$ cat src/rtl/bst_pkg.sv
package bst_pkg;

	localparam int KEY_W     = 32;
	localparam int CNT_W     = 9;
	localparam int CAP_W     = 9;
	localparam int BSIZE_W   = 16;
	localparam int DEPTH_DEF = 256;
	// cells per gather group
	localparam int GRP       = 16;

	localparam logic [CAP_W-1:0] CAP_RESET = CAP_W'(256);

	// what one cell hands to the gather tree
	typedef struct packed {
		logic             pred_hit;
		logic [KEY_W-1:0] pred_gap;
		logic             succ_hit;
		logic [KEY_W-1:0] succ_gap;
		logic [KEY_W-1:0] top_key;
	} span_t;

	localparam int SPAN_W = $bits(span_t);

	typedef enum logic [1:0] {
		ST_IDLE,
		ST_SHIFT,
		ST_GATHER,
		ST_DONE
	} state_t;

endpackage

$ cat src/rtl/bst_cell.sv
module bst_cell
	import bst_pkg::*;
(
	input  logic             clk,
	input  logic             arst_n,
	input  logic             shift_en,
	input  logic [KEY_W-1:0] key_new,
	input  logic [KEY_W-1:0] left_key,
	input  logic             left_valid,
	input  logic             left_gt,
	input  logic             right_gt,
	input  logic             right_valid,
	output logic [KEY_W-1:0] key_q,
	output logic             valid_q,
	output logic             gt,
	output span_t            span
);

	logic             pred_hit_q;
	logic             succ_hit_q;
	logic [KEY_W-1:0] pred_gap_q;
	logic [KEY_W-1:0] succ_gap_q;
	logic             is_pred;
	logic             is_succ;

	// empty cells sort above everything
	assign gt      = !valid_q || (key_q > key_new);
	assign is_succ = valid_q && gt && !left_gt;
	assign is_pred = !gt && right_gt;

	always_ff @(posedge clk or negedge arst_n) begin
		if (!arst_n) begin
			valid_q    <= 1'b0;
			pred_hit_q <= 1'b0;
			succ_hit_q <= 1'b0;
		end else if (shift_en) begin
			if (left_gt) begin
				valid_q <= left_valid;
			end else if (gt) begin
				valid_q <= 1'b1;
			end
			pred_hit_q <= is_pred;
			succ_hit_q <= is_succ;
		end
	end

	always_ff @(posedge clk) begin
		if (shift_en) begin
			if (left_gt) begin
				key_q <= left_key;
			end else if (gt) begin
				key_q <= key_new;
			end
			pred_gap_q <= is_pred ? (key_new - key_q) : '0;
			succ_gap_q <= is_succ ? (key_q - key_new) : '0;
		end
	end

	always_comb begin
		span.pred_hit = pred_hit_q;
		span.pred_gap = pred_gap_q;
		span.succ_hit = succ_hit_q;
		span.succ_gap = succ_gap_q;
		// highest held value sits in the last valid cell
		span.top_key  = (valid_q && !right_valid) ? key_q : '0;
	end

endmodule

$ cat config.mk
export PLATFORM = sky130hd
export DESIGN_NAME = bst_cell
export DESIGN_NICKNAME = d
export VERILOG_FILES = /design/src/rtl/bst_pkg.sv /design/src/rtl/bst_cell.sv
export SDC_FILE = /design/constraint.sdc
export NUM_CORES = 1
export LEC_CHECK = 0
export BUFFER_PORTS_ARGS = -buffer_cell sky130_fd_sc_hd__buf_4
export CORE_MARGIN = 2
export CORE_UTILIZATION = 30
export DETAILED_ROUTE_END_ITERATION = 6
export PLACE_DENSITY_LB_ADDON = 0.05
export SLEW_MARGIN = 20
export SYNTH_ARGS = -nofsm -noshare
export SYNTH_HDL_FRONTEND = slang
export SYNTH_SLANG_ARGS = --single-unit
$ cat constraint.sdc
create_clock -name clk -period 8.5 [get_ports clk]
set_clock_uncertainty 0.05 [all_clocks]
set_input_delay 0.425 -clock clk [delete_from_list [all_inputs] [get_ports clk]]
set_output_delay 0.425 -clock clk [all_outputs]
set_load 0.03 [all_outputs]
After elaboration in Yosys (flattened, before gate mapping). Cells that the tools add are included. W data, S select, Z words.

Flip-flop bits (word level): 99. Bits in latches: 0. RAM bits: 0. Memory bits (read-only): 0. Output and inout bits: 132. Memories kept: 0.

$add $sub $neg: 2. Multipliers: 0. Divide/modulo/power cells: 0. $lt $le $gt $ge: 1. Eq/ne operators: 0. Shifts and indexed selects: 0. Muxes and demuxes: 5. Bitwise logic cells: 0. Reductions and logical operators: 11.

Operator list (count): $mux W32 (3); $sub A32 B32 Y32 (2); $gt A32 B32 Y1 (1); $logic_and A1 B1 Y1 (4); $logic_not A1 Y1 (4); $mux W1 (2); $reduce_and A2 Y1 (1); $reduce_bool A2 Y1 (1); $logic_or A1 B1 Y1 (1).

Depth between registers and ports, before layout.
Depth after elaboration: 4. Mapped depth: 11.

Worst setup path after synthesis. OpenSTA, ideal clock, no wires.

Path kind: reg-to-reg. From: register key_q[0]. To: register key_q[0] (enable). Setup time: 391 ps. Arrival time: 3219 ps. Data required time: 8059 ps. Setup slack: 4840 ps. Stages on the path, launching flop included: 11. Buffers on the path: 0. Clock period less this slack: 3660 ps. Path through: edfxtp_1 inv_1 ha_1 fa_1 nand2b_1 a21oi_1 o211ai_2 a21boi_2 o22ai_4 inv_1 o21a_1.

Cells in the longest elaborated chain, start to end: 4.

RTL lines: start, declared (line bst_cell.sv:13) `output logic [KEY_W-1:0] key_q,`; start signal, assigned (line bst_cell.sv:50) `key_q <= left_key;`; start signal, assigned (line bst_cell.sv:52) `key_q <= key_new;`; $gt A32 B32 Y1 (line bst_cell.sv:27) `assign gt = !valid_q || (key_q > key_new);`; $logic_or A1 B1 Y1 (line bst_cell.sv:27); net gt (line bst_cell.sv:15) `output logic gt,`; $reduce_bool A2 Y1 (no line); $reduce_and A2 Y1 (no line).

The timed path passes the listed nets, and every way through them passes these cells. A chain may end at the register's enable or synchronous reset.

Worst setup path in the final report.
From: register key_q[0]. To: register key_q[24] (enable).

Cells in the longest elaborated chain, start to end: 4.

RTL lines (line): $gt A32 B32 Y1 (bst_cell.sv:27); $logic_or A1 B1 Y1 (bst_cell.sv:27); $reduce_bool A2 Y1 (no line); $reduce_and A2 Y1 (no line).

No other way between the ends.

==> reports/metrics.cfg <==
[final_layout]
diodes = 0
area_growth_pct = 25.76
drive_gt1_share_pct = 23.97
stdcell_area_mm2 = 0.009894
nFillCells = 2695
fin_nets = 1195
fin_util_pct = 38.19

[synth]
syn-cell-area_mm2 = 0.007868
synthArstFlopShare_pct = 3.030
ys_warn_count = 0
synth-edff-count = 96
synth_compound_area_share_pct = 21.31
netlist_instances = 891
synth_fp_nets = 1027
ys_top_cells_by_area = edfxtp_1 (37%), ha_1 (10%), o21ai_0 (4.8%), a21oi_1 (4.6%), nor2_1 (4.2%)
synth_top_cell_area_share_pct = 36.64
seq_area_frac_synth_pct = 37.60
synth_top_family_by_area = compound AO/OA/AOI/OAI gates
synth_top_area_cell = edfxtp_1
ys_ff_latch = 99
yosys-mux-area-fraction_pct = 1.495
synth_fa_ha_area_share_pct = 10.53
avgSynthCellArea_um2 = 8.830
synth_ff_type = edfxtp_1
yosys.area_share.xor_xnor_pct = 3.896
yosys.area_share.simple_pct = 18.30
yosys.cell_types.count = 73

[clocking]
clk_transition_reported_paths_ns = 0.08
numCtsBuffers = 9
worstSkewPairLatency_ns = 0.37
cts_tree = yes
clock_path_buffers = 2
cts_resized = 0
cts_setup_buffers = 0
cts-root-buf = clkbuf_16
cts.sinks = 99
htreeDepth = 3

[routing]
via_per_inst = 5.092
ant_nets = 0
wl_um = 28330
dr.first_iter.drc_count = 443
drc = 0
post_drt_wl_per_cell_um = 20.25
firstDrtPassIters = 5
num_vias = 7124

[place]
placed_area_mm2 = 0.009582
io_buffers = 202
dpl.hpwl_um = 22470
pre_cts_slack_ns = 4.518
place_congestion = 0.8795

[timing]
worst_slew_pin_slew_ns = 1.022
fmax_mhz = 256.5
finalSetupViolCount = 0
slew_headroom_pct = 31.32
hold_violations = 0
setup_ws_ns = 4.601
drv_slew = 0
period_minus_slack_ns = 3.899
fin_tns_setup_ns = 0
rsz0062_at_grt = false
min_period_over_period_pct = 45.87

[outcome]
outcome = finished, final reports clean

[worst_hold_path]
hold_path_class = in -> reg

[setup_path]
cp-end-kind = flop
setup.worst_path.start_class = flop
critical_path_peak_fanout = 20
crit_type = reg -> reg
cp.arrival_ns = 3.90
required_ns = 8.50

[global_routing]
grt_max_degree = 68
grt_overflow = 0
gr-usage-all-layers_pct = 20.24
grt_pass1_vias = 6982
grt_pass1_wl_um = 43080
antenna_found_initial = 1

[floorplanning]
io_pins = 203
die_h_um = 165.9
dieArea_mm2 = 0.02754
die_w_um = 165.9
rows = 59
initial_utilization_pct = 30.36
core_area_mm2 = 0.02591

[power_and_ir_drop]
leakagePower_uw = 0.004317
total_power_uw = 1807
vdd_drop_max_uv = 74.45
power.density_mw_per_mm2 = 182.7

[flow_run]
max_cap_viol_count = 0

synthesized netlist by cell type, types with 4 or more instances:
| cell type | n |
|---|---|
| mux2i_1 | 7 |
| a211oi_1 | 11 |
| buf_4 | 4 |
| xnor2_1 | 23 |
| o21a_1 | 7 |
| or3_1 | 5 |
| a21o_1 | 20 |
| a21oi_1 | 72 |
| nor4_2 | 5 |
| and3_1 | 8 |
| nand2_1 | 77 |
| clkbuf_1 | 20 |
| inv_1 | 75 |
| nand2b_1 | 10 |
| buf_2 | 21 |
| ha_1 | 63 |
| nor2_1 | 89 |
| o31ai_1 | 6 |
| nor3_1 | 49 |
| edfxtp_1 | 96 |
| o31a_1 | 4 |
| o21ai_0 | 76 |
| o211ai_1 | 4 |
| nor3b_1 | 6 |
| nor2b_1 | 5 |
| nand4_1 | 13 |
| and2_1 | 5 |
| nand3_1 | 15 |
| a221oi_1 | 6 |
| xor2_1 | 12 |
| o21bai_1 | 14 |
power by group:
group          leakage, uW  internal (uW)  switching (uW)
sequential         0.00100            594            26.6
clock             0.000141            233             215
combinational      0.00317            257             482
logic make-up after synthesis:
logic type	Yosys count
compound gates	255
flops	99
xor+xnor	35
mux	11
fa+ha+maj	65
buf+inv	127
simple gates	299
final cells by class:
class | instances | area [um^2] | area share, %
well taps | 335 | 419.2 | 4.236
flip-flops and latches | 99 | 2958 | 29.89
repair buffers | 207 | 1556 | 15.73
inverters | 77 | 289.0 | 2.921
multi-input cells | 665 | 4369 | 44.16
clock buffers | 10 | 229.0 | 2.314
clock inverters | 6 | 73.82 | 0.7461
sequential cells by signal, indices dropped and copies added (netlist names):
name / cells
key_q: 32
pred_gap_q: 32
pred_hit_q: 1
succ_gap_q: 32
succ_hit_q: 1
valid_q: 1
critical path, stage by stage (launching register included):
cell and delay [ns]:
edfxtp_1 0.40, inv_1 0.08, ha_1 0.22, fa_1 0.42
nand2b_1 0.19, a21oi_1 0.38, o211ai_2 0.16, a21boi_2 0.37
o22ai_4 0.15, inv_1 0.10, o21a_1 0.64, buf_4 0.41
path summary, 6_finish.rpt:
kind                            start          to  slack (ns)  cells past startpoint
setup / recovery             key_q[0]   key_q[24]        4.60                     11
hold / removal             left_valid     valid_q        0.24                      2
setup reg to reg             key_q[0]   key_q[24]        4.60                     11
hold reg to reg            pred_hit_q  pred_hit_q        0.47                      2
max in group asynchronous      arst_n     valid_q        7.96                      2
min in group asynchronous      arst_n  pred_hit_q        0.34                      2
stage by stage:
step                instances  hold WS [ns]
finish                   1399        0.2397
global route             1399        0.2382
CTS                      1399        0.2328
floorplan                 891       0.07941
detailed placement       1382        0.1690
global placement         1382        0.1715
what timing repair did:
item | 4_1_cts | 5_1_grt
endpoints found under the hold margin | 3 | 0
endpoints found under the setup margin | 0 | 0
hold buffers | 1 | 0
layer usage:
layer	vias to the layer above	GRT usage, %	wire (um)
met2	257	29.39	11790
met3	22	2.979	1501
met4	0	5.028	470
met5	-	0	0
li1	3511	-	-
met1	3334	31.27	14570
placed cells by master, fill, tap and decap left out, types with 8 or more instances in the layout:
| cell type | netlist | routed |
|---|---|---|
| a21o_1 | 20 | 20 |
| and3_1 | 8 | 8 |
| ha_1 | 63 | 63 |
| a211oi_1 | 11 | 11 |
| xnor2_1 | 23 | 23 |
| nand2b_1 | 10 | 10 |
| buf_4 | 4 | 206 |
| nand4_1 | 13 | 13 |
| inv_1 | 75 | 75 |
| nand3_1 | 15 | 15 |
| o21ai_0 | 76 | 76 |
| nand2_1 | 77 | 77 |
| o21bai_1 | 14 | 14 |
| a21oi_1 | 72 | 72 |
| edfxtp_1 | 96 | 96 |
| xor2_1 | 12 | 12 |
| nor2_1 | 89 | 89 |
| clkbuf_16 | 0 | 9 |
| nor3_1 | 49 | 49 |
Note: power is estimated with default switching activity, not from simulation.
