[src/rtl/bst_pkg.sv]
package bst_pkg;

	localparam int KEY_W     = 32;
	localparam int CNT_W     = 9;
	localparam int CAP_W     = 9;
	localparam int BSIZE_W   = 16;
	localparam int DEPTH_DEF = 256;
	// cells per gather group
	localparam int GRP       = 16;

	localparam logic [CAP_W-1:0] CAP_RESET = CAP_W'(256);

	// what one cell hands to the gather tree
	typedef struct packed {
		logic             pred_hit;
		logic [KEY_W-1:0] pred_gap;
		logic             succ_hit;
		logic [KEY_W-1:0] succ_gap;
		logic [KEY_W-1:0] top_key;
	} span_t;

	localparam int SPAN_W = $bits(span_t);

	typedef enum logic [1:0] {
		ST_IDLE,
		ST_SHIFT,
		ST_GATHER,
		ST_DONE
	} state_t;

endpackage

[src/rtl/bst_gather.sv]
module bst_gather
	import bst_pkg::*;
(
	input  logic  clk,
	input  logic  arst_n,
	input  logic  en,
	input  span_t cells [GRP],
	output span_t group_q
);

	logic [SPAN_W-1:0] acc;

	// at most one cell per field is nonzero, so OR selects it
	always_comb begin
		acc = '0;
		for (int i = 0; i < GRP; i++) begin
			acc = acc | cells[i];
		end
	end

	always_ff @(posedge clk or negedge arst_n) begin
		if (!arst_n) begin
			group_q <= '0;
		end else if (en) begin
			group_q <= span_t'(acc);
		end
	end

endmodule

[config.mk]
export PLATFORM = sky130hd
export DESIGN_NAME = bst_gather
export DESIGN_NICKNAME = d
export VERILOG_FILES = /design/src/rtl/bst_pkg.sv /design/src/rtl/bst_gather.sv
export SDC_FILE = /design/constraint.sdc
export NUM_CORES = 1
export LEC_CHECK = 0
export ABC_AREA = 1
export ABC_CLOCK_PERIOD_IN_PS = 800
export BUFFER_PORTS_ARGS = -buffer_cell sky130_fd_sc_hd__buf_2
export CELL_PAD_IN_SITES_DETAIL_PLACEMENT = 1
export CELL_PAD_IN_SITES_GLOBAL_PLACEMENT = 1
export CORE_AREA = 4 4 647 649
export CTS_BUF_LIST = sky130_fd_sc_hd__clkbuf_8
export DETAILED_ROUTE_END_ITERATION = 10
export DIE_AREA = 0 0 651 653
export PLACE_DENSITY = 0.3
export REMOVE_ABC_BUFFERS = 1
export SETUP_SLACK_MARGIN = 0.3
export SYNTH_ARGS = -nofsm -noshare
export SYNTH_HDL_FRONTEND = slang
export SYNTH_SLANG_ARGS = --single-unit
[constraint.sdc]
create_clock -name clk -period 0.8 [get_ports clk]
set_input_delay 0.04 -clock clk [delete_from_list [all_inputs] [get_ports clk]]
set_output_delay 0.04 -clock clk [all_outputs]
set_load 0.03 [all_outputs]
-- After elaboration in Yosys (flattened, before gate mapping)
Index checks and enable logic that the tools add are counted.
- flip-flop bits (word level): 98
- word-level logic and storage cells: 20
- input port bits: 1571
- bitwise logic cells: 15
- operators by type and width (operator ; number):
    $or 98x98->98 ; 15

-- Longest topological paths before layout
Gate-level depths: netlist (run 1).
- depth after elaboration: 15
- mapped depth: 6
- depth with buffers taken out: 6

-- Worst setup path after synthesis (run 1)
No wires, ideal clock.
- path kind: register -> register
- from: reg, netlist name group_q[0]
- to: reg group_q[0] (netlist name)
- data arrival time: 0.616 ns
- library setup time: 0.117 ns
- path slack: 0.068 ns
- stages on the path, launching flop included: 3
- cells stage by stage: dfrtp_1 nand2_1 nand2_1
- RTL lines (what ; line ; RTL):
    end signal: assignment ; bst_gather.sv:25 ; group_q <= span_t'(acc);
    end: declaration ; bst_gather.sv:8 ; output span_t group_q

-- Worst setup path after layout (run 1)
- from: reg group_q[53] (netlist name)
- to: out group_q[53] (netlist name)
No word-level cell between the ends.

==> impl_metrics.py, run 1 <==
metrics = {
    "status": {
        "outcome": "complete, but fails checks",
        "violations": "negative hold slack, negative setup slack",
    },
    "cts": {
        "clkSlewWorstSetupHoldPaths_ps": 200,
        "htree_levels": 3,
        "clock_path_buffers": 3,
        "cts.sinks": 98,
        "numCtsBuffers": 13,
        "clk_latency_ps": 630,
        "cts_tree": "done",
        "cts_root_buffer": "clkbuf_8",
    },
    "cells_and_area": {
        "regArea_um2": 2470,
        "top_regs": "group_q (98)",
        "drive_gt1_frac": 0.494,
        "fin_util": 0.0768,
        "largest_reg_flops": 98,
        "area_growth_pct": 244,
        "nNetsFinal": 5682,
        "multi_input_area_um2": 6770,
        "regMostFlops": "group_q",
        "fin_area_um2": 31700,
        "layoutNonFillerInstCount": 9677,
        "fill_cells": 49999,
    },
    "critical_path": {
        "worstSetupPathType": "flop to output port",
        "critPathMaxStageDelay_ps": 530,
        "reg2reg_slack_ps": -80,
        "r2r-end": "group_q[64]",
        "crit_family": "flip-flops",
        "critPathBufInv": 1,
        "cp_cell_sequence": "buf_12",
        "critPathArrivalTime_ps": 1360,
        "start_kind": "flop",
        "cp_slowest_cell": "dfrtp_2",
        "cp-end-kind": "output port",
        "rr_worst_depth": 4,
        "crit_fanout": 2,
        "r2r-start": "group_q[64]",
        "endpoint": "group_q[53]",
        "crit_cells": 1,
        "critPathRequiredTime_ps": 760,
        "crit_start": "group_q[53]",
    },
    "synth": {
        "synth_cell_types": 7,
        "synth_cells": 1884,
        "synth.yosys.seq_area_share": 0.266,
        "synth-async-reset-ratio": 1.00,
        "synthesis.area_um2": 9210,
        "ys_top_cells_by_area": "nor2_1 (40%), nand2_1 (32%), dfrtp_1 (27%), buf_2 (0.87%), buf_6 (0.49%)",
        "ys_top_cells_by_count": "nor2_1 (980), nand2_1 (784), dfrtp_1 (98), buf_2 (16), buf_6 (4)",
        "ys_warn_count": 0,
        "yosys_most_used_dff": "dfrtp_1",
        "synth.avg_cell_area_um2": 4.89,
        "synth-edff-count": 0,
        "yosys.cell_count.top_type": "nor2_1",
        "synth_area_leader_cell": "nor2_1",
        "synth-seq-cells": 98,
        "yosys.area.top_type_share": 0.399,
    },
    "grt": {
        "grt_usage": 0.136,
        "grt_pass1_vias": 24040,
        "grt_pass1_wl_mm": 352,
        "overflow": 0,
        "antenna_found_initial": 435,
        "grt_start_max_net_pins": 27,
    },
    "floorplanning": {
        "initial_core_util": 0.0223,
        "die-height_um": 653,
        "die-area_um2": 425000,
        "row_count": 236,
        "io_pins": 1669,
        "dieWidth_um": 651,
        "core_um2": 413000,
    },
    "route": {
        "dr_total_vias": 22970,
        "wirelength_mm": 302,
        "drtPass1Iterations": 5,
        "antenna_left": 0,
        "routedWlPerCell_um": 31.2,
        "initialDrtViolationCount": 997,
        "viasPerCell": 2.37,
        "route.detailed.drc": 0,
    },
    "placement": {
        "io_buffers": 1668,
        "placed_area_um2": 27300,
        "placed_cells": 9237,
        "post-dp-hpwl_mm": 288,
        "gp_congestion": 0.895,
    },
    "sta": {
        "fin_skew_ps": 0,
        "slew_violations": 0,
        "rsz0062_at_grt": "true",
        "fin_crit_sh": 1.76,
        "setup_slack_ps": -604,
        "max_freq_mhz": 712,
        "finalHoldViolations": 97,
        "whs_ps": -227,
        "worstMarginPinSlew_ps": 744,
        "setup-violations-final": 104,
        "fin_crit_ps": 1400,
        "slew_headroom": 0.502,
    },
    "pwr": {
        "totalPowerFinal_uw": 25700,
        "ir_worst_vdd_uv": 812,
        "p_leak_uw": 0.0141,
        "power_density_nw_per_um2": 812,
    },
    "worst_hold_path": {
        "holdCritPathClass": "input port to flop",
    },
    "flow_run": {
        "drv_cap": 0,
    },
}
-- metal layers --
layer  vias to the layer above  share of wire  global-route usage
li1                      10208              -                   -
met2                      1604           0.49               0.244
met4                       240          0.017             0.00863
met1                     10118           0.36               0.144
met5                         -         0.0053                   0
met3                       800           0.13              0.0779
-- cell type report --
cell class / instances / share of cell area
well taps: 5474 / 0.216
inverters: 1 / 0.000355
repair buffers: 2233 / 0.475
clock inverters: 4 / 0.00379
diodes: 90 / 0.00711
clock buffers: 13 / 0.00565
flip-flops and latches: 98 / 0.0781
multi-input cells: 1764 / 0.214
-- layout by cell type, fill, tap and decap left out, drive strengths merged --
cell / instances
buf: 1938
bufinv: 4
diode: 90
dlygate4sd3: 259
clkbuf: 13
dfrtp: 98
nor2: 980
inv: 1
dlymetal6s4s: 36
nand2: 784
-- per-stage QoR --
stage / setup TNS (ps) / worst slack (ps) / hold slack (ps)
after floorplan: 0 / 63.2 / -256
after global placement: -30940 / -999 / -148
after CTS: -64430 / -787 / -352
after global routing: -62110 / -727 / -284
final: -49740 / -604 / -227
after detailed placement: -30240 / -884 / -149
-- report_power, final --
group          switching, uW  internal (uW)
logic                   7030           6530
registers                425           5300
clock network           3630           2810
-- repair_timing --
| item | in CTS | in global routing |
|---|---|---|
| gates resized for setup | 128 | 104 |
| setup endpoints to repair | 196 | 279 |
| hold buffers | 294 | 2 |
| pin swaps | 131 | 19 |
| setup buffers | 25 | 13 |
| hold endpoints to repair | 196 | 196 |
-- cell families (layout without fill, tap and decap cells) --
group,count (synthesis),in the layout,share of synthesized area
other,0,90,0
DFF,98,98,0.266
buffers and inverters,22,2251,0.0151
and+or+nand+nor,1764,1764,0.719
-- worst min path at each step --
stage | slack (ps) | cells past startpoint | startpoint | endpoint
after detailed placement | -150 | 1 | arst_n | group_q[76]
after floorplan | -260 | 0 | arst_n | group_q[0]
final | -230 | 7 | cells[396] | group_q[4]
after global routing | -280 | 7 | cells[955] | group_q[73]
after global placement | -150 | 1 | arst_n | group_q[76]
after CTS | -350 | 7 | cells[330] | group_q[36]
(Power assumes the default switching activity.)
==> run 2: changes to the inputs <==
--- a/config.mk
+++ b/config.mk
@@ -14,7 +14,9 @@
 export CTS_BUF_LIST = sky130_fd_sc_hd__clkbuf_8
 export DETAILED_ROUTE_END_ITERATION = 10
 export DIE_AREA = 0 0 651 653
+export GPL_TIMING_DRIVEN = 0
 export PLACE_DENSITY = 0.3
+export RECOVER_POWER = 50
 export REMOVE_ABC_BUFFERS = 1
 export SETUP_SLACK_MARGIN = 0.3
 export SYNTH_ARGS = -nofsm -noshare
==> run 2 against run 1 <==
  * The run still ends with negative hold slack, negative setup slack left
  * First-iteration DRC count increased by 0.90%
  * Register-to-register slack improved by 30 ps
  * Via count decreased by 2.6%
  * Sequential share of layout area increased by 0.31 points
  * Sequential power decreased by 2%
  * Combinational power decreased by 5%
  * Utilization decreased by 0.36 points
  * Wire length increased by 0.46%
  * Largest cell class unchanged
  * Largest power group unchanged
==> impl_metrics.py, run 2 (same netlist as run 1, synthesis figures left out) <==
metrics = {
    "critical_path": {
        "critPathMaxStageDelay_ps": 460,
        "rr_worst_depth": 4,
        "cp_cell_sequence": "buf_12",
        "cp_slowest_cell": "dfrtp_1",
        "crit_cells": 1,
        "critPathArrivalTime_ps": 1310,
        "crit_fanout": 2,
        "worstSetupPathType": "flop to output port",
        "crit_family": "flip-flops",
        "critPathRequiredTime_ps": 760,
        "start_kind": "flop",
        "cp-end-kind": "output port",
        "critPathBufInv": 1,
    },
    "floorplanning": {
        "io_pins": 1669,
        "die-area_um2": 425000,
        "die-height_um": 653,
        "row_count": 236,
        "initial_core_util": 0.0223,
        "core_um2": 413000,
        "dieWidth_um": 651,
    },
    "cts": {
        "hold_buffers": 331,
        "cts.sinks": 98,
        "cts_root_buffer": "clkbuf_8",
        "clock_path_buffers": 3,
        "clkSlewWorstSetupHoldPaths_ps": 190,
        "clk_latency_ps": 660,
        "numCtsBuffers": 13,
        "cts_tree": "done",
        "htree_levels": 3,
    },
    "cells_and_area": {
        "regMostFlops": "group_q",
        "nNetsFinal": 5508,
        "fill_cells": 50217,
        "drive_gt1_frac": 0.468,
        "top_regs": "group_q (98)",
        "area_growth_pct": 228,
        "largest_reg_flops": 98,
        "final_cell_mix": "buf_2 (1566), nor2_1 (921), nand2_1 (744)",
        "final_common_cell": "buf_2",
        "fin_util": 0.0732,
    },
    "route": {
        "wirelength_mm": 303,
        "viasPerCell": 2.35,
        "antenna_left": 0,
        "initialDrtViolationCount": 1006,
        "dr_total_vias": 22378,
        "routedWlPerCell_um": 31.9,
        "route.detailed.drc": 0,
        "drtPass1Iterations": 5,
    },
    "pwr": {
        "p_leak_uw": 0.0132,
        "totalPowerFinal_uw": 24600,
        "power_density_nw_per_um2": 814,
        "ir_worst_vdd_uv": 953,
    },
    "sta": {
        "fin_skew_ps": 0,
        "max_freq_mhz": 740,
        "slew_violations": 0,
        "slew_headroom": 0.183,
        "setup-violations-final": 147,
        "fin_crit_ps": 1350,
        "rsz0062_at_grt": "true",
        "fin_crit_sh": 1.69,
        "worstMarginPinSlew_ps": 1220,
        "setup_slack_ps": -552,
        "whs_ps": -457,
        "finalHoldViolations": 114,
    },
    "flow_run": {
        "drv_cap": 0,
    },
    "placement": {
        "post-dp-hpwl_mm": 282,
        "dp_slack_ps": -1580,
        "io_buffers": 1668,
        "gp_congestion": 0.898,
    },
    "grt": {
        "grt_start_max_net_pins": 44,
        "grt_pass1_wl_mm": 350,
        "antenna_found_initial": 467,
        "grt_pass1_vias": 23046,
        "grt_usage": 0.137,
        "overflow": 0,
    },
    "status": {
        "violations": "negative hold slack, negative setup slack",
        "outcome": "complete, but fails checks",
    },
    "worst_hold_path": {
        "holdCritPathClass": "input port to asynchronous set/reset pin",
    },
}
## run 2: cell count changes in the layout (fill, tap and decap cells not counted), moves of 5 or more
cell and change:
buf_12 -73, bufbuf_16 +5, dlygate4sd3_1 +18, buf_4 -198, nor2_4 +15, dfrtp_1 +17
nand2_1 +7, dlymetal6s4s_1 +18, dfrtp_2 -17, buf_8 +17, buf_6 +34, nand2_2 -8
nor2_2 +34, nor2_1 -49
## run 2: through the flow
stage	hold slack, ps	area [um^2]	instances	TNS [ps]
6_report	-457	30200	9507	-51510
5_1_grt	-473	30100	9453	-73210
4_1_cts	-896	29400	9396	-65000
3_5_place_dp	-32.6	24500	9014	-125080
3_3_place_gp	423	24300	9005	-965760
2_1_floorplan	-256	9080	1863	0
## run 2: power by group
part | leakage [uW] | internal [uW] | switching [uW] | total, uW
Combinational | 0.0120 | 5820 | 7120 | 12900
Clock | 0.000134 | 2280 | 3770 | 6040
Sequential | 0.00105 | 5290 | 308 | 5600
## run 2: cell type report
| cell class | instances | area, um^2 | share of cell area |
|---|---|---|---|
| Multi-Input combinational cell | 1764 | 6950 | 0.230 |
| Tap cell | 5474 | 6850 | 0.227 |
| Sequential cell | 98 | 2450 | 0.0812 |
| Timing Repair inverter | 2 | 17.5 | 0.000580 |
| Clock inverter | 3 | 68.8 | 0.00228 |
| Clock buffer | 14 | 193 | 0.00638 |
| Inverter | 1 | 20.0 | 0.000663 |
| Antenna cell | 94 | 235 | 0.00779 |
| Timing Repair Buffer | 2057 | 13400 | 0.444 |
## run 2: final timing paths
check | endpoint | slack [ps] | start
max reg2reg | group_q[32] | -50 | group_q[32]
min reg2reg | group_q[84] | 520 | group_q[84]
max | group_q[55] | -550 | group_q[55]
max in group asynchronous | group_q[97] | -100 | arst_n
min | group_q[65] | -460 | arst_n
min in group clk | group_q[88] | -230 | cells[1068]
## run 2: layer usage
layer / GRT usage / vias to the layer above / routed length, um / part of all wire
li1: - / 9872 / - / -
met3: 0.0703 / 817 / 35800 / 0.12
met5: 0 / - / 1730 / 0.0057
met2: 0.239 / 1652 / 145000 / 0.48
met4: 0.0213 / 254 / 7950 / 0.026
met1: 0.149 / 9783 / 112000 / 0.37
## run 2: what timing repair did
item / in CTS / in global routing
resized for setup: 292 / 155
pin swaps: 96 / 33
endpoints found under the setup margin: 196 / 196
buffers inserted: 27 / 17
gates cloned: 7 / 0
hold endpoints to repair: 196 / 196
==> run 3: changes to the inputs <==
--- a/config.mk
+++ b/config.mk
@@ -15,7 +15,7 @@
 export DETAILED_ROUTE_END_ITERATION = 10
 export DIE_AREA = 0 0 651 653
 export GPL_TIMING_DRIVEN = 0
-export PLACE_DENSITY = 0.3
+export PLACE_DENSITY_LB_ADDON = 0.08
 export RECOVER_POWER = 50
 export REMOVE_ABC_BUFFERS = 1
 export SETUP_SLACK_MARGIN = 0.3
==> run 3 against run 2 <==
  * The flow still finishes with violations (negative hold slack, negative setup slack)
  * Die area did not move
  * Combinational power shrank 12%
  * Non-clock buffer count down 97
  * Power shrank 7.1%
  * Register-to-register slack is essentially flat
==> impl_metrics.py, run 3 (same netlist as run 1, synthesis figures left out) <==
metrics = {
    "sta": {
        "slew_violations": 0,
        "rsz0062_at_grt": "true",
        "slew_headroom": 0.296,
        "max_freq_mhz": 725,
        "fin_crit_ps": 1380,
        "setup-violations-final": 203,
        "whs_ps": -238,
        "fin_crit_sh": 1.72,
        "fin_skew_ps": 0,
        "setup_slack_ps": -578,
        "worstMarginPinSlew_ps": 1050,
        "finalHoldViolations": 93,
    },
    "placement": {
        "io_buffers": 1668,
        "gp_congestion": 0.809,
        "post-dp-hpwl_mm": 225,
    },
    "critical_path": {
        "cp_slowest_cell": "dfrtp_1",
        "crit_fanout": 2,
        "critPathRequiredTime_ps": 760,
        "cp-end-kind": "output port",
        "critPathMaxStageDelay_ps": 470,
        "worstSetupPathType": "flop to output port",
        "critPathBufInv": 1,
        "r2r-start": "group_q[24]",
        "start_kind": "flop",
        "critPathArrivalTime_ps": 1340,
        "crit_family": "flip-flops",
        "cp_cell_sequence": "buf_12",
        "crit_start": "group_q[76]",
    },
    "cts": {
        "cts_tree": "done",
        "clk_latency_ps": 620,
        "clock_path_buffers": 3,
        "cts.sinks": 98,
        "cts_root_buffer": "clkbuf_8",
        "clkSlewWorstSetupHoldPaths_ps": 220,
        "numCtsBuffers": 13,
        "htree_levels": 3,
    },
    "pwr": {
        "power_density_nw_per_um2": 794,
        "p_leak_uw": 0.0124,
        "ir_worst_vdd_uv": 829,
        "totalPowerFinal_uw": 22800,
    },
    "cells_and_area": {
        "fin_util": 0.0697,
        "largest_reg_flops": 98,
        "final_common_cell": "buf_2",
        "area_growth_pct": 212,
        "final_cell_mix": "buf_2 (1568), nor2_1 (960), nand2_1 (745)",
        "nNetsFinal": 5410,
        "drive_gt1_frac": 0.470,
        "top_regs": "group_q (98)",
        "regMostFlops": "group_q",
    },
    "route": {
        "drtPass1Iterations": 4,
        "dr_total_vias": 20447,
        "routedWlPerCell_um": 26.1,
        "wirelength_mm": 244,
        "initialDrtViolationCount": 755,
        "antenna_left": 0,
        "viasPerCell": 2.18,
        "route.detailed.drc": 0,
    },
    "floorplanning": {
        "die-height_um": 653,
        "dieWidth_um": 651,
        "initial_core_util": 0.0223,
        "row_count": 236,
        "die-area_um2": 425000,
        "core_um2": 413000,
        "io_pins": 1669,
    },
    "grt": {
        "overflow": 0,
        "grt_start_max_net_pins": 50,
        "antenna_found_initial": 324,
        "grt_usage": 0.110,
        "grt_pass1_vias": 21876,
        "grt_pass1_wl_mm": 288,
    },
    "status": {
        "outcome": "complete, but fails checks",
        "violations": "negative hold slack, negative setup slack",
    },
    "flow_run": {
        "drv_cap": 0,
    },
    "worst_hold_path": {
        "min_from": "cells[1390]",
        "holdCritPathClass": "input port to flop",
    },
}
run 3: layout make-up:
class / instances / area, um^2
Antenna cell: 55 / 138
Clock buffer: 13 / 179
Clock inverter: 4 / 72.6
Fill cell: 50082 / 384000
Inverter: 1 / 20.0
Multi-Input combinational cell: 1764 / 6790
Sequential cell: 98 / 2460
Tap cell: 5474 / 6850
Timing Repair Buffer: 1960 / 12200
Timing Repair inverter: 1 / 8.76
run 3: worst paths after layout:
check	to	cells after the start	slack, ps
worst max-delay path	group_q[76]	1	-580
worst min-delay path	group_q[18]	7	-240
worst max register to register	group_q[24]	4	-40
worst min register to register	group_q[8]	2	520
max in group asynchronous	group_q[87]	4	-440
min in group asynchronous	group_q[92]	2	70
run 3: where the power goes:
group          total (uW)  internal, uW  leakage (uW)  switching (uW)
logic               11300          5370        0.0112            5940
registers            5610          5290       0.00105             317
clock network        5910          2180      0.000126            3730
run 3: stage by stage:
| step | cell area [um^2] | TNS (ps) | std cells | setup slack (ps) | hold slack [ps] |
|---|---|---|---|---|---|
| after global routing | 28700 | -86110 | 9327 | -720 | -283 |
| after detailed placement | 24400 | -134920 | 9009 | -1550 | -166 |
| after floorplan | 9080 | 0 | 1863 | 63.2 | -256 |
| after global placement | 24300 | -989730 | 9005 | -6330 | 420 |
| final | 28800 | -71660 | 9370 | -578 | -238 |
| after CTS | 28200 | -67850 | 9300 | -767 | -356 |
run 3: what timing repair did:
item | in CTS | in global routing
buffers inserted | 33 | 13
hold endpoints to repair | 196 | 193
hold buffers | 236 | 1
pin swaps | 94 | 30
setup endpoints to repair | 196 | 280
resized for setup | 254 | 90
gates cloned | 5 | 2
run 3: per-layer routing:
layer,routed length (um),share of wire,vias up,GRT usage
met3,23400,0.096,520,0.0496
li1,-,-,9638,-
met4,3550,0.015,142,0.00839
met1,88100,0.36,8890,0.113
met5,914,0.0037,-,0
met2,128000,0.53,1257,0.209
